--- src/design/ple_pkg.sv ---
// ----------------------------------------------------------------------------
// Positional list engine package
// Types, codes and sizes shared by the list engine and its checker.
// ----------------------------------------------------------------------------
`default_nettype none

package ple_pkg;

  localparam int unsigned Capacity   = 64;
  localparam int unsigned ValueWidth = 16;
  localparam int unsigned AddrWidth  = $clog2(Capacity);
  localparam int unsigned CountWidth = $clog2(Capacity + 1);

  typedef enum logic [2:0] {
    OP_INS_FRONT = 3'd0,
    OP_INS_BACK  = 3'd1,
    OP_INS_AT    = 3'd2,
    OP_REM_FRONT = 3'd3,
    OP_REM_BACK  = 3'd4,
    OP_REM_AT    = 3'd5,
    OP_READ_AT   = 3'd6,
    OP_UNUSED    = 3'd7
  } opcode_e;

  typedef enum logic [1:0] {
    ST_OK     = 2'd0,
    ST_EMPTY  = 2'd1,
    ST_BADPOS = 2'd2,
    ST_FULL   = 2'd3
  } status_e;

  typedef struct packed {
    logic [2:0]            opcode;
    logic [ValueWidth-1:0] item_value;
    logic [6:0]            position;
  } cmd_t;

  typedef struct packed {
    logic [1:0]            status;
    logic [ValueWidth-1:0] value_out;
    logic [6:0]            length;
  } rsp_t;

endpackage

`default_nettype wire

--- src/design/positional_list_engine_core.sv ---
// ----------------------------------------------------------------------------
// Positional list engine core
// Ordered list in one single-port synchronous RAM; inserts and removes move
// the tail one entry at a time with a read-modify-write walk.
// ----------------------------------------------------------------------------
// Flow: each entry moved costs a read, then a write back through the one RAM port;
// inserts move (length - position) entries, removes (length - position - 1), read at none.
// The result strobe is registered from S_DONE; errors go straight from idle to S_DONE.
// busy is high from accept through the strobe, so the next item is taken in the cycle
// after the strobe at the earliest.
// Reset clears length and control; RAM stays undefined. done_o cannot be stalled.
`default_nettype none

module positional_list_engine_core (
  input  wire logic           clk_i,
  input  wire logic           rst_ni,
  input  wire logic           start,
  input  wire ple_pkg::cmd_t  cmd_i,
  output logic                busy,
  output logic                done_o,
  output ple_pkg::rsp_t       rsp_o
);
  import ple_pkg::*;

  typedef enum logic [5:0] {
    S_IDLE  = 6'b000001,
    S_RD    = 6'b000010,
    S_WR    = 6'b000100,
    S_PUT   = 6'b001000,
    S_GET   = 6'b010000,
    S_DONE  = 6'b100000
  } state_e;

  state_e                state_q, state_d;
  logic [CountWidth-1:0] count_q, count_d;
  logic [CountWidth-1:0] idx_q, idx_d;     // walk index
  logic [CountWidth-1:0] pos_q, pos_d;     // target position
  logic                  ins_q, ins_d;     // insert (else remove)
  logic                  take_q, take_d;   // remove changes the list
  logic [ValueWidth-1:0] val_q, val_d;
  rsp_t                  rsp_q, rsp_d;
  logic                  done_q, done_d;

  // single-port RAM
  logic [ValueWidth-1:0] mem [Capacity];
  logic [ValueWidth-1:0] rdata_q;
  logic                  we, re;
  logic [AddrWidth-1:0]  addr;
  logic [ValueWidth-1:0] wdata;

  always_ff @(posedge clk_i) begin
    if (we) mem[addr] <= wdata;
    if (re) rdata_q <= mem[addr];
  end

  logic [CountWidth-1:0] cpos;
  logic                  pos_big;

  always_comb begin
    state_d = state_q; count_d = count_q; idx_d = idx_q; pos_d = pos_q;
    ins_d = ins_q; take_d = take_q; val_d = val_q; rsp_d = rsp_q;
    done_d = 1'b0;
    we = 1'b0; re = 1'b0; addr = '0; wdata = val_q;
    cpos = '0; pos_big = 1'b0;
    case (state_q)
      S_IDLE: begin
        // no new item while the previous result is still on the strobe
        if (start && !busy) begin
          val_d = cmd_i.item_value;
          pos_big = (cmd_i.position > 7'(Capacity));
          cpos = pos_big ? CountWidth'(Capacity) + 1'b1
                         : CountWidth'(cmd_i.position);
          rsp_d.value_out = '0;
          rsp_d.length = 7'(count_q);
          rsp_d.status = ST_OK;
          case (opcode_e'(cmd_i.opcode))
            OP_INS_FRONT, OP_INS_BACK, OP_INS_AT: begin
              ins_d = 1'b1;
              if (cmd_i.opcode == OP_INS_FRONT) pos_d = '0;
              else if (cmd_i.opcode == OP_INS_BACK) pos_d = count_q;
              else pos_d = cpos;
              if (cmd_i.opcode == OP_INS_AT && (pos_big || cpos > count_q)) begin
                rsp_d.status = ST_BADPOS; done_d = 1'b1;
              end else if (count_q == CountWidth'(Capacity)) begin
                rsp_d.status = ST_FULL; done_d = 1'b1;
              end else begin
                idx_d = count_q; state_d = S_RD;
              end
            end
            OP_REM_FRONT, OP_REM_BACK, OP_REM_AT, OP_READ_AT: begin
              ins_d = 1'b0;
              take_d = (cmd_i.opcode != OP_READ_AT);
              if (cmd_i.opcode == OP_REM_FRONT) pos_d = '0;
              else if (cmd_i.opcode == OP_REM_BACK) pos_d = count_q - 1'b1;
              else pos_d = cpos;
              if (count_q == '0) begin
                rsp_d.status = ST_EMPTY; done_d = 1'b1;
              end else if ((cmd_i.opcode == OP_REM_AT || cmd_i.opcode == OP_READ_AT)
                           && (pos_big || cpos >= count_q)) begin
                rsp_d.status = ST_BADPOS; done_d = 1'b1;
              end else begin
                state_d = S_GET;
              end
            end
            default: begin
              rsp_d.status = ST_BADPOS; done_d = 1'b1;
            end
          endcase
        end
      end
      // read target entry for remove/read
      S_GET: begin
        re = 1'b1; addr = AddrWidth'(pos_q);
        idx_d = pos_q;
        state_d = S_PUT;
      end
      S_PUT: begin
        if (ins_q) begin
          // drop the new value in place
          we = 1'b1; addr = AddrWidth'(pos_q); wdata = val_q;
          count_d = count_q + 1'b1;
          rsp_d.length = 7'(count_q + 1'b1);
          state_d = S_DONE;
        end else begin
          rsp_d.value_out = rdata_q;
          if (take_q && idx_q + 1'b1 < count_q) begin
            idx_d = idx_q + 1'b1; state_d = S_RD;
          end else begin
            if (take_q) begin
              count_d = count_q - 1'b1;
              rsp_d.length = 7'(count_q - 1'b1);
            end
            state_d = S_DONE;
          end
        end
      end
      // shift walk: read neighbor
      S_RD: begin
        if (ins_q) begin
          if (idx_q > pos_q) begin
            re = 1'b1; addr = AddrWidth'(idx_q - 1'b1); state_d = S_WR;
          end else begin
            state_d = S_PUT;
          end
        end else begin
          re = 1'b1; addr = AddrWidth'(idx_q); state_d = S_WR;
        end
      end
      // shift walk: write it one place over
      S_WR: begin
        we = 1'b1; wdata = rdata_q;
        if (ins_q) begin
          addr = AddrWidth'(idx_q);
          idx_d = idx_q - 1'b1; state_d = S_RD;
        end else begin
          addr = AddrWidth'(idx_q - 1'b1);
          if (idx_q + 1'b1 < count_q) begin
            idx_d = idx_q + 1'b1; state_d = S_RD;
          end else begin
            count_d = count_q - 1'b1;
            rsp_d.length = 7'(count_q - 1'b1);
            state_d = S_DONE;
          end
        end
      end
      S_DONE: begin
        done_d = 1'b1; state_d = S_IDLE;
      end
      default: state_d = S_IDLE;
    endcase
  end

  always_ff @(posedge clk_i or negedge rst_ni) begin
    if (!rst_ni) begin
      state_q <= S_IDLE;
      count_q <= '0;
      done_q  <= 1'b0;
      idx_q   <= '0;
      pos_q   <= '0;
      ins_q   <= 1'b0;
      take_q  <= 1'b0;
    end else begin
      state_q <= (done_d && state_q == S_IDLE) ? S_DONE : state_d;
      count_q <= count_d;
      done_q  <= (state_q == S_DONE);
      idx_q   <= idx_d;
      pos_q   <= pos_d;
      ins_q   <= ins_d;
      take_q  <= take_d;
    end
  end

  always_ff @(posedge clk_i) begin
    val_q <= val_d;
    rsp_q <= rsp_d;
  end

  assign busy   = (state_q != S_IDLE) || done_q;
  assign done_o = done_q;
  assign rsp_o  = rsp_q;

endmodule

`default_nettype wire

--- config.mk ---
export PLATFORM = sky130hd
export DESIGN_NAME = positional_list_engine_core
export DESIGN_NICKNAME = d
export VERILOG_FILES = /design/src/design/ple_pkg.sv /design/src/design/positional_list_engine_core.sv
export SDC_FILE = /design/constraint.sdc
export NUM_CORES = 1
export LEC_CHECK = 0
export BUFFER_PORTS_ARGS = -buffer_cell sky130_fd_sc_hd__buf_2
export CELL_PAD_IN_SITES_DETAIL_PLACEMENT = 1
export CELL_PAD_IN_SITES_GLOBAL_PLACEMENT = 2
export CORE_MARGIN = 8
export CORE_UTILIZATION = 39
export CTS_CLUSTER_SIZE = 40
export DETAILED_ROUTE_END_ITERATION = 6
export PLACE_DENSITY = 0.79
export SETUP_SLACK_MARGIN = 0.5
export SYNTH_ARGS = -nofsm -noshare
export SYNTH_HDL_FRONTEND = slang
export SYNTH_SLANG_ARGS = --single-unit
--- constraint.sdc ---
create_clock -name clk_i -period 8.3 [get_ports clk_i]
set_input_delay 0.415 -clock clk_i [delete_from_list [all_inputs] [get_ports clk_i]]
set_output_delay 0.415 -clock clk_i [all_outputs]
set_load 0.01 [all_outputs]
# Word level (Yosys, flattened, before mapping)
# Memory sizes are Yosys's and may differ from the RTL's. A register that Yosys moved wholly into a read port is not among the register bits.
# Index checks and enable logic that the tools add are counted.
# W data, S select, Z words.
# word_totals
ramBits	1024
inputBits	29
ff_bits	71
out_inout_bits	27
wordCells	145
mem_count	1
# op_classes
mux	65
n_eq_ne	32
reduce_logical	27
n_lt_le_gt_ge	5
add_sub_neg	4
# mem_list
memory	depth	width	rd	rd_ports_with_merged_regs	write_ports	line_no	source
mem	64	16	1	1	1	positional_list_engine_core.sv:45	logic [ValueWidth-1:0] mem [Capacity];
# ops
op	count
$mux W7	18
$mux W6	15
$mux W16	2
$pmux W16 S2	1
$pmux W6 S5	1
$pmux W7 S2	2
$pmux W7 S4	1
$pmux W6 S4	1
$mux W23	1
$pmux W7 S3	1
$ne A4 B4 Y1 const B	5
$ne A3 B3 Y1 const B	5
$add A7 B1 Y7 const B	2
$gt A7 B7 Y1	2
$ne A2 B2 Y1 const B	7
$sub A7 B1 Y7 const B	2
$pmux W6 S2	1
$reduce_and A6 Y1	2
$mux W1	10
$pmux W1 S2	5
$eq A3 B3 Y1 const B	3
$reduce_and A3 Y1	3
$mux W2	4
$reduce_and A8 Y1	1
28 further kinds	38

# Depth between registers and ports, before layout
# Gate-level depths: netlist of the first run.
# depth
ltp_word	13
ltp_mapped	18
mapped_depth_nobuf	14

# Worst setup path after synthesis of the first run
# No wires, ideal clock.
# synth_timing
kind	register to register
from	reg idx_q[0]
to	mem mem[10][0] (enable)
n_path_buf	5
arrival_ps	3910
setup_time_ps	388
period_less_slack_ps	4298
stages_incl_launch_ff	15
required_time_ps	7912
path_slack_ps	4002
path_cell_list	dfrtp_1 > clkbuf_1 > inv_1 > ha_1 > nand3_1 > nor3_1 > nor2_2 > a311o_1 > buf_4 > buf_4 > nor3_1 > clkbuf_1 > clkbuf_1 > nand2_1 > nor2_1
# synth_between
elab_chain_len	4
elab_cells_between_ends	6
classes_between	add/sub (1); order compare (1); mux (4)
# synth_lines
element	line_no	source
start, declared	positional_list_engine_core.sv:36	logic [CountWidth-1:0] idx_q, idx_d;
start signal, assigned	positional_list_engine_core.sv:186	idx_q <= idx_d;
$sub A7 B1 Y7 or $gt A7 B7 Y1 (tied branches)	positional_list_engine_core.sv:141, positional_list_engine_core.sv:156, positional_list_engine_core.sv:140	
$mux W6	positional_list_engine_core.sv:140	if (idx_q > pos_q) begin
$mux W6	positional_list_engine_core.sv:139	if (ins_q) begin
$pmux W6 S4 (*)	positional_list_engine_core.sv:65	case (state_q)
end, declared	positional_list_engine_core.sv:45	
# Mark *: on every way between the ends. The rest lies on a longest branch, timed or not.

# Final worst setup path of the first run
# layout_timing
from	reg state_q[4]
to	reg rdata_q[14] (read register of mem), data pin
# layout_between
elab_chain_len	2
elab_cells_between_ends	6
classes_between	eq/ne (4); mux (2)
# layout_lines
element	line_no	source
start, declared	positional_list_engine_core.sv:34	state_e state_q, state_d;
start signal, assigned	positional_list_engine_core.sv:183	state_q <= (done_d && state_q == S_IDLE) ? S_DONE : state_d;
$eq A6 B3 Y1, or another cell as far along	positional_list_engine_core.sv:65	
$pmux W6 S4 or $pmux W1 S2 (tied branches)	positional_list_engine_core.sv:65	
end, declared	positional_list_engine_core.sv:46	logic [ValueWidth-1:0] rdata_q;
# Parallel ways exist; a longest one is shown, timed or not.
# A chain may end at the register's enable or synchronous reset.

==> results of run 1 <==
[per-layer routing]
metal  global-route usage, %  vias up
li1                        -    11934
met1                   30.99    15217
met2                   38.51     1850
met3                   5.061      405
met4                   11.08        2
met5                       0        -
[state kept, by name (all words and copies together), names as in the netlist]
register and flops:
mem 1024, rsp_o 25, rdata_q 16, val_q 16
count_q 7, idx_q 7, pos_q 7, state_q 6
done_o 1, ins_q 1, take_q 1
[final cells by class]
type,instances,area [sq um]
Antenna cell,1,2.502
Clock buffer,135,2910
Clock inverter,75,752.0
Fill cell,11126,61930
Inverter,24,90.09
Multi-Input combinational cell,1614,10300
Sequential cell,1111,33210
Tap cell,1500,1877
Timing Repair Buffer,214,1572
[synth_stat cells, types with 7 or more instances]
master	n
a211oi_1	28
a21oi_1	171
a221o_1	16
a221oi_1	115
a222oi_1	26
a22o_1	34
a22oi_1	132
a31oi_1	23
a32oi_1	7
and2_1	21
and3_1	7
buf_1	21
buf_2	76
buf_4	8
clkbuf_1	82
dfrtp_1	29
edfxtp_1	1081
ha_1	26
inv_1	21
mux2_2	31
mux2i_1	58
nand2_1	339
nand3_1	27
nand4_1	11
nor2_1	164
nor2b_1	12
nor3_1	20
nor4_1	8
o211ai_1	15
o21a_1	7
o21ai_0	111
o22ai_1	42
o2bb2ai_1	10
o31ai_1	8
or3_1	7
or4_1	7
xnor2_1	17
xor2_1	7
[layout by cell type, fill, tap and decap left out, types with 22 or more instances in the layout]
cell / count
mux2_2: 31
mux2i_1: 58
a22o_1: 34
nand2_1: 323
a31oi_1: 23
nor2_1: 159
a222oi_1: 26
o22ai_1: 42
nand3_1: 27
o21ai_0: 109
clkbuf_1: 22
a21oi_1: 171
ha_1: 26
dfrtp_1: 29
clkinv_1: 28
a221oi_1: 115
a211oi_1: 28
buf_4: 136
buf_2: 56
edfxtp_1: 1081
a22oi_1: 132
clkbuf_16: 113
[worst max-delay path, delay by kind of cell, from the launching register on]
kind	cells	cell delay, ns
compound gates	5	1.60
mux	1	0.41
buf+inv	2	0.85
simple gates	4	2.25
flops	1	0.44
[worst min-delay path by stage]
| stage | from | to | slack (ns) | cells past startpoint |
|---|---|---|---|---|
| after detailed placement | rst_ni | count_q[1]$_DFFE_PN0P_ | 0.53 | 1 |
| after global placement | rst_ni | count_q[0]$_DFFE_PN0P_ | 0.52 | 1 |
| after CTS | cmd_i[2] | pos_q[2]$_DFFE_PN0P_ | 0.21 | 4 |
| after global routing | cmd_i[2] | pos_q[2]$_DFFE_PN0P_ | 0.23 | 4 |
| after floorplan | rst_ni | count_q[0]$_DFFE_PN0P_ | 0.12 | 0 |
| final | cmd_i[2] | pos_q[2]$_DFFE_PN0P_ | 0.24 | 4 |
[power groups by stage]
stage,Combinational (mW),Sequential [mW],Clock [mW]
after floorplan,2.08,7.09,0
after global placement,3.66,7.18,0
after detailed placement,3.77,7.19,0
after CTS,3.80,7.08,5.12
after global routing,4.04,7.09,5.30
final,3.87,7.08,5.08
[cells by family (layout without fill, tap and decap cells)]
group | after synthesis | after routing
flops | 1111 | 1111
compound gates | 822 | 822
simple gates | 653 | 653
buf+inv | 214 | 448
mux | 89 | 89
fa+ha+maj | 26 | 26
xor+xnor | 24 | 24
other cells | 0 | 1
[stage by stage]
stage	power (mW)	setup WS, ns
6_report	16.03	2.426
4_1_cts	16.00	2.482
5_1_grt	16.43	2.120
3_3_place_gp	10.84	2.682
3_5_place_dp	10.96	2.522
2_1_floorplan	9.165	4.002
==> summary.txt, run 1 <==
Outcome
  • Outcome: complete, no violations

Layout
  • Layout cells sized above 1: around 14%
  • Final core utilization: 45.02%
  • Final #Nets: 3132
  • Area Growth Syn to Fin: 14.51%
  • Final Instance Area: 50720 sq um
  • Post-route insts no fill: between 4k and 5k

Timing
  • Slew Limit Fails: 0
  • Final Hold Vio Count: 0
  • Fin crit period: 5.874 ns
  • Clk_skew: between 0.06 and 0.07 ns
  • Final TNS setup: 0 ns
  • Rel. slew slack: 16.53%
  • # setup viols final: 0
  • Unrepaired setup endpoints after global routing: no
  • Worst hold slack: between 0.2 and 0.25 ns
  • Post-route clock period utilization: a little over two thirds
  • Fmax: 0.1702 GHz
  • Worst-Margin Slew: between 1 and 1.5 ns

Clocking
  • Clock root buffer: clkbuf_16
  • Htree depth: 3
  • CTS clock-pin slew for the worst setup and hold paths: 0.06 ns
  • Clock buffer depth: 3
  • CTS Hold Bufs: 17
  • CTS Sinks: 1111
  • Clock buffer count from CTS: 112
  • Post CTS Setup Buffer Count: 0
  • Post-cts sizing count: 0
  • Clock latency on the worst-skew pair: 0.72 ns
  • CTS tree: yes

Synthesis
  • Netlist Area Pre-Place: 44290 sq um
  • FFs w/ async S/R, synth: 2.700%
  • Fraction of synthesized area in multiplexers: under 10%
  • Compound-Gate Fraction of Synth Area: 13.14%
  • Synth cell types: 84
  • Gate Count Post-Synth: about 3k
  • Post-synthesis xor/xnor area fraction: less than 1%
  • Ys flop type: edfxtp_1
  • Yosys warning count: 0
  • Post-Synth Simple-Gate Area: 6.418%
  • Post-Syn Area per Cell: roughly 15 sq um
  • Synthesized-area fraction occupied by adder cells: 0.7344%
  • Top-area cell type share of the netlist area: about three quarters
  • EDFF count, synth: roughly 1.1k
  • Sequential area share after synthesis: 74.98%
  • Synthesized Nets: 2994
  • Combinational family with the most area after synthesis: compound AO/OA/AOI/OAI gates
  • Synth area leader: edfxtp_1
  • Synth Register Bits: ~1.1k
  • Synth area leaders: edfxtp_1 73%, nand2_1 2.9%, a221oi_1 2.3%

Power and ir drop
  • Share of power burned in combinational logic: between 20% and 30%
  • Clock power share: around a third
  • PwrDens: between 300 and 400 nW/um^2
  • Switch Pwr: 5.276 mW
  • Register share of total power: 44.2%
  • Leakage power: 16.45 nW
  • Maximum vdd ir drop: 0.2070 mV
  • P_int: 10.75 mW
  • Sw frac: between 30% and 40%

Floorplan
  • Die footprint: around 120000 sq um
  • IO Count: 56
  • Floorplan row count: ~120
  • Placeable Area: 112700 sq um
  • Chip width: 353.0 um
  • Starting Density: 39.32%
  • Die Ht: 353.0 um

Setup path
  • Worst path slowest cell: nand3b_1
  • Crit path from: state_q[4]$_DFFE_PN0P_
  • Reg2Reg Setup Slack: 2.43 ns
  • WS Path Type: reg2reg
  • Critical Path RT: about 8.7 ns
  • Depth of the most critical reg-to-reg path: 12
  • CP max FO: 24
  • CP arrival: 6.25 ns
  • Setup crit start kind: register
  • Crit end category: register
  • R2R Path Start: state_q[4]$_DFFE_PN0P_
  • Max stage delay on crit path: about 0.65 ns
  • Worst-path cell chain: nor4_1 -> nand3b_1 -> nor2_1 -> a311o_2 -> buf_4 -> buf_4 -> mux2_2 -> a221oi_1 -> a21oi_1 -> a221oi_1 -> o22ai_1 -> or4_1
  • Worst R2R End: rdata_q[14]$_DFFE_PP_
  • CP Capture Point: rdata_q[14]$_DFFE_PP_

Global routing
  • Global-route wire length before repair: around 220 mm
  • Overflow after GRT: 0
  • Vias in the first global route: 30.00k
  • Gr usage total: a little under a quarter
  • Largest net degree at the start of global routing: 103
  • Initial antenna violation count: 6

Route
  • Final wirelength: 154.8 mm
  • DR WL/cell: 33.13 um
  • Post-route ant nets: 0
  • Met2 wire len: 72.15 mm
  • Highest metal used: met5
  • Routed vias: 29.41k
  • Residual DRC count: 0
  • DR pass1 iterations: 6
  • M1 WL: 58.13 mm
  • Vias per std cell: 6.292
  • Met3 WL: 16.18 mm
  • Iteration-0 DRC Markers: 3916

Placement
  • # port buffers: 55
  • RD Place Congestion: around 0.88
  • Placed Area: 46880 sq um
  • Dpl cells: approximately 4.4k
  • Post-DP HPWL: 91.19 mm

Job
  • Max-cap violation count: 0

Hold path
  • Worst hold path type: in2reg
Power figures use the tool's default switching activity.
==> run 2, diff against run 1 <==
clock period = 5.54 ns   (was 8.3 ns; I/O delays follow)
==> run 2 against run 1 <==
Compared with the run above:
- final cell count is 1.8% higher
- setup slack worse by 2.0 ns
- clock power is 49% higher
- via count is 1.1% higher
- hold slack worse by 0.17 ns
- largest power group unchanged
- highest routed layer unchanged
==> summary.txt, run 2 (synthesis results as in run 1) <==
Clocking
  • CTS tree: yes
  • CTS clock-pin slew for the worst setup and hold paths: about 0.070 ns
  • CTS Sinks: 1111
  • Clock buffer depth: 3
  • Htree depth: 3
  • Clock buffer count from CTS: 112
  • Clock latency on the worst-skew pair: slightly above 0.7 ns
  • Clock root buffer: clkbuf_16

Power and ir drop
  • Leakage power: 16.96 nW
  • Maximum vdd ir drop: 0.2731 mV
  • Power Total: 24.09 mW
  • PwrDens: about 470 nW/um^2

Layout
  • Diodes inserted: 0
  • Commonest non-fill, non-tap cell in the layout: edfxtp_1
  • Max reg flops: 1024
  • Final #Nets: 3220
  • Fill cells: 11.15k
  • Most frequent cells in the layout: 1081 x edfxtp_1, 322 x nand2_1, 206 x buf_4
  • Area Growth Syn to Fin: 16.45%
  • Layout cells sized above 1: 16.36%
  • Largest Register: mem

Global routing
  • Vias in the first global route: 30.63k
  • Largest net degree at the start of global routing: 65
  • Global-route wire length before repair: 225.9 mm
  • Initial antenna violation count: 8
  • Gr usage total: 24.45%
  • Overflow after GRT: 0

Setup path
  • Depth of the most critical reg-to-reg path: 10
  • CP max FO: 20
  • Crit path from: state_q[4]$_DFFE_PN0P_
  • Crit end category: register
  • CP arrival: 5.54 ns
  • WS Path Type: reg2reg
  • Worst R2R End: mem[31][6]$_DFFE_PP_
  • Critical Path RT: 5.92 ns
  • Reg2Reg Setup Slack: 0.38 ns
  • Setup crit start kind: register
  • CP Capture Point: mem[31][6]$_DFFE_PP_
  • R2R Path Start: state_q[4]$_DFFE_PN0P_

Placement
  • Pre-CTS WS: 0.1812 ns
  • RD Place Congestion: 0.8832
  • # port buffers: 55
  • Post-DP HPWL: 99.35 mm

Floorplan
  • Placeable Area: 112700 sq um
  • Die footprint: 124600 sq um
  • Die Ht: 353.0 um
  • IO Count: 56
  • Starting Density: 39.32%
  • Floorplan row count: 123
  • Chip width: between 300 and 400 um

Timing
  • Unrepaired setup endpoints after global routing: yes
  • Clk_skew: roughly 0.058 ns
  • # setup viols final: 0
  • Fin crit period: 5.161 ns
  • Final Hold Vio Count: 0
  • Slew Limit Fails: 0
  • Rel. slew slack: 5.164%
  • Post-route clock period utilization: 93.16%
  • Worst-Margin Slew: 1.418 ns
  • Final TNS setup: 0 ns
  • Setup ws final: 0.3792 ns
  • Fmax: 0.1938 GHz
  • Worst hold slack: ~0.067 ns

Route
  • Iteration-0 DRC Markers: approximately 3.6k
  • DR pass1 iterations: 6
  • Vias per std cell: about 6.2
  • Final wirelength: 158.0 mm
  • Routed vias: 29.73k
  • Residual DRC count: 0
  • DR WL/cell: 33.21 um
  • Post-route ant nets: 0

Outcome
  • Outcome: complete, no violations

Hold path
  • Hold Path Origin: cmd_i[2]
  • Worst hold path type: in2reg

Job
  • Max-cap violation count: 0
[run 2: cell count changes in the layout (fill, tap and decap cells not counted), moves of 2 or more]
cell        change
buf_12         +17
clkinv_1        +9
nor3_2          +3
inv_6           +6
clkinv_8        -2
buf_4          +70
clkinv_2        -8
o21ai_0         -2
nor3_1          -2
clkinvlp_4      -8
nor2_1          +2
[run 2: repair_timing]
| item | CTS | global route |
|---|---|---|
| endpoints found under the hold margin | 45 | 0 |
| cloned | 0 | 1 |
| setup endpoints to repair | 148 | 225 |
| gates resized for setup | 8 | 5 |
| hold buffers | 17 | 0 |
| pin swaps | 2 | 5 |
| setup buffers | 0 | 3 |
[run 2: area by class of cell]
type	count	area (sq um)	share of cell area, %
multi-input cells	1615	10340	20.05
clock buffers	135	2920	5.662
clock inverters	72	695.7	1.349
flip-flops and latches	1111	33210	64.39
repair buffers	301	2444	4.737
inverters	24	90.09	0.1747
well taps	1500	1877	3.639
[run 2: worst max-delay path, cell delays in order (launching register included)]
cell      delay, ns
dfrtp_1        0.44
or4_4          0.59
nand3b_4       0.23
nor2_2         0.39
a311o_2        0.76
nand2_1        0.18
buf_4          0.28
nor2_1         0.65
nand2_1        0.63
nor2_1         0.34
buf_4          0.32
[run 2: routing by layer]
layer / part of all wire [%] / vias to the layer above / track usage [%]
met4: 5.6 / 8 / 11.59
met3: 9.2 / 431 / 4.701
met5: 0.031 / - / 0
li1: - / 12135 / -
met2: 46 / 1737 / 39.23
met1: 39 / 15421 / 32.07
[run 2: worst min path at each step]
stage	to	depth (start not counted)
finish	pos_q[2]$_DFFE_PN0P_	4
global route	pos_q[2]$_DFFE_PN0P_	4
CTS	pos_q[2]$_DFFE_PN0P_	4
detailed placement	count_q[4]$_DFFE_PN0P_	1
global placement	count_q[5]$_DFFE_PN0P_	1
floorplan	count_q[0]$_DFFE_PN0P_	0
[run 2: power by group]
part	leakage [nW]	total, mW	switching, mW	internal, mW
clock	1.75	7.56	3.28	4.27
sequential	10.1	10.6	0.279	10.3
combinational	5.09	5.98	4.31	1.67
[run 2: per-stage QoR]
stage                     utilization, %  std cells  instance area, sq um
final                              45.79       4758                 51580
after global routing               45.79       4758                 51580
after CTS                          45.73       4754                 51520
after detailed placement           42.35       4530                 47710
after global placement             42.35       4530                 47710
after floorplan                        -       2939                 44290
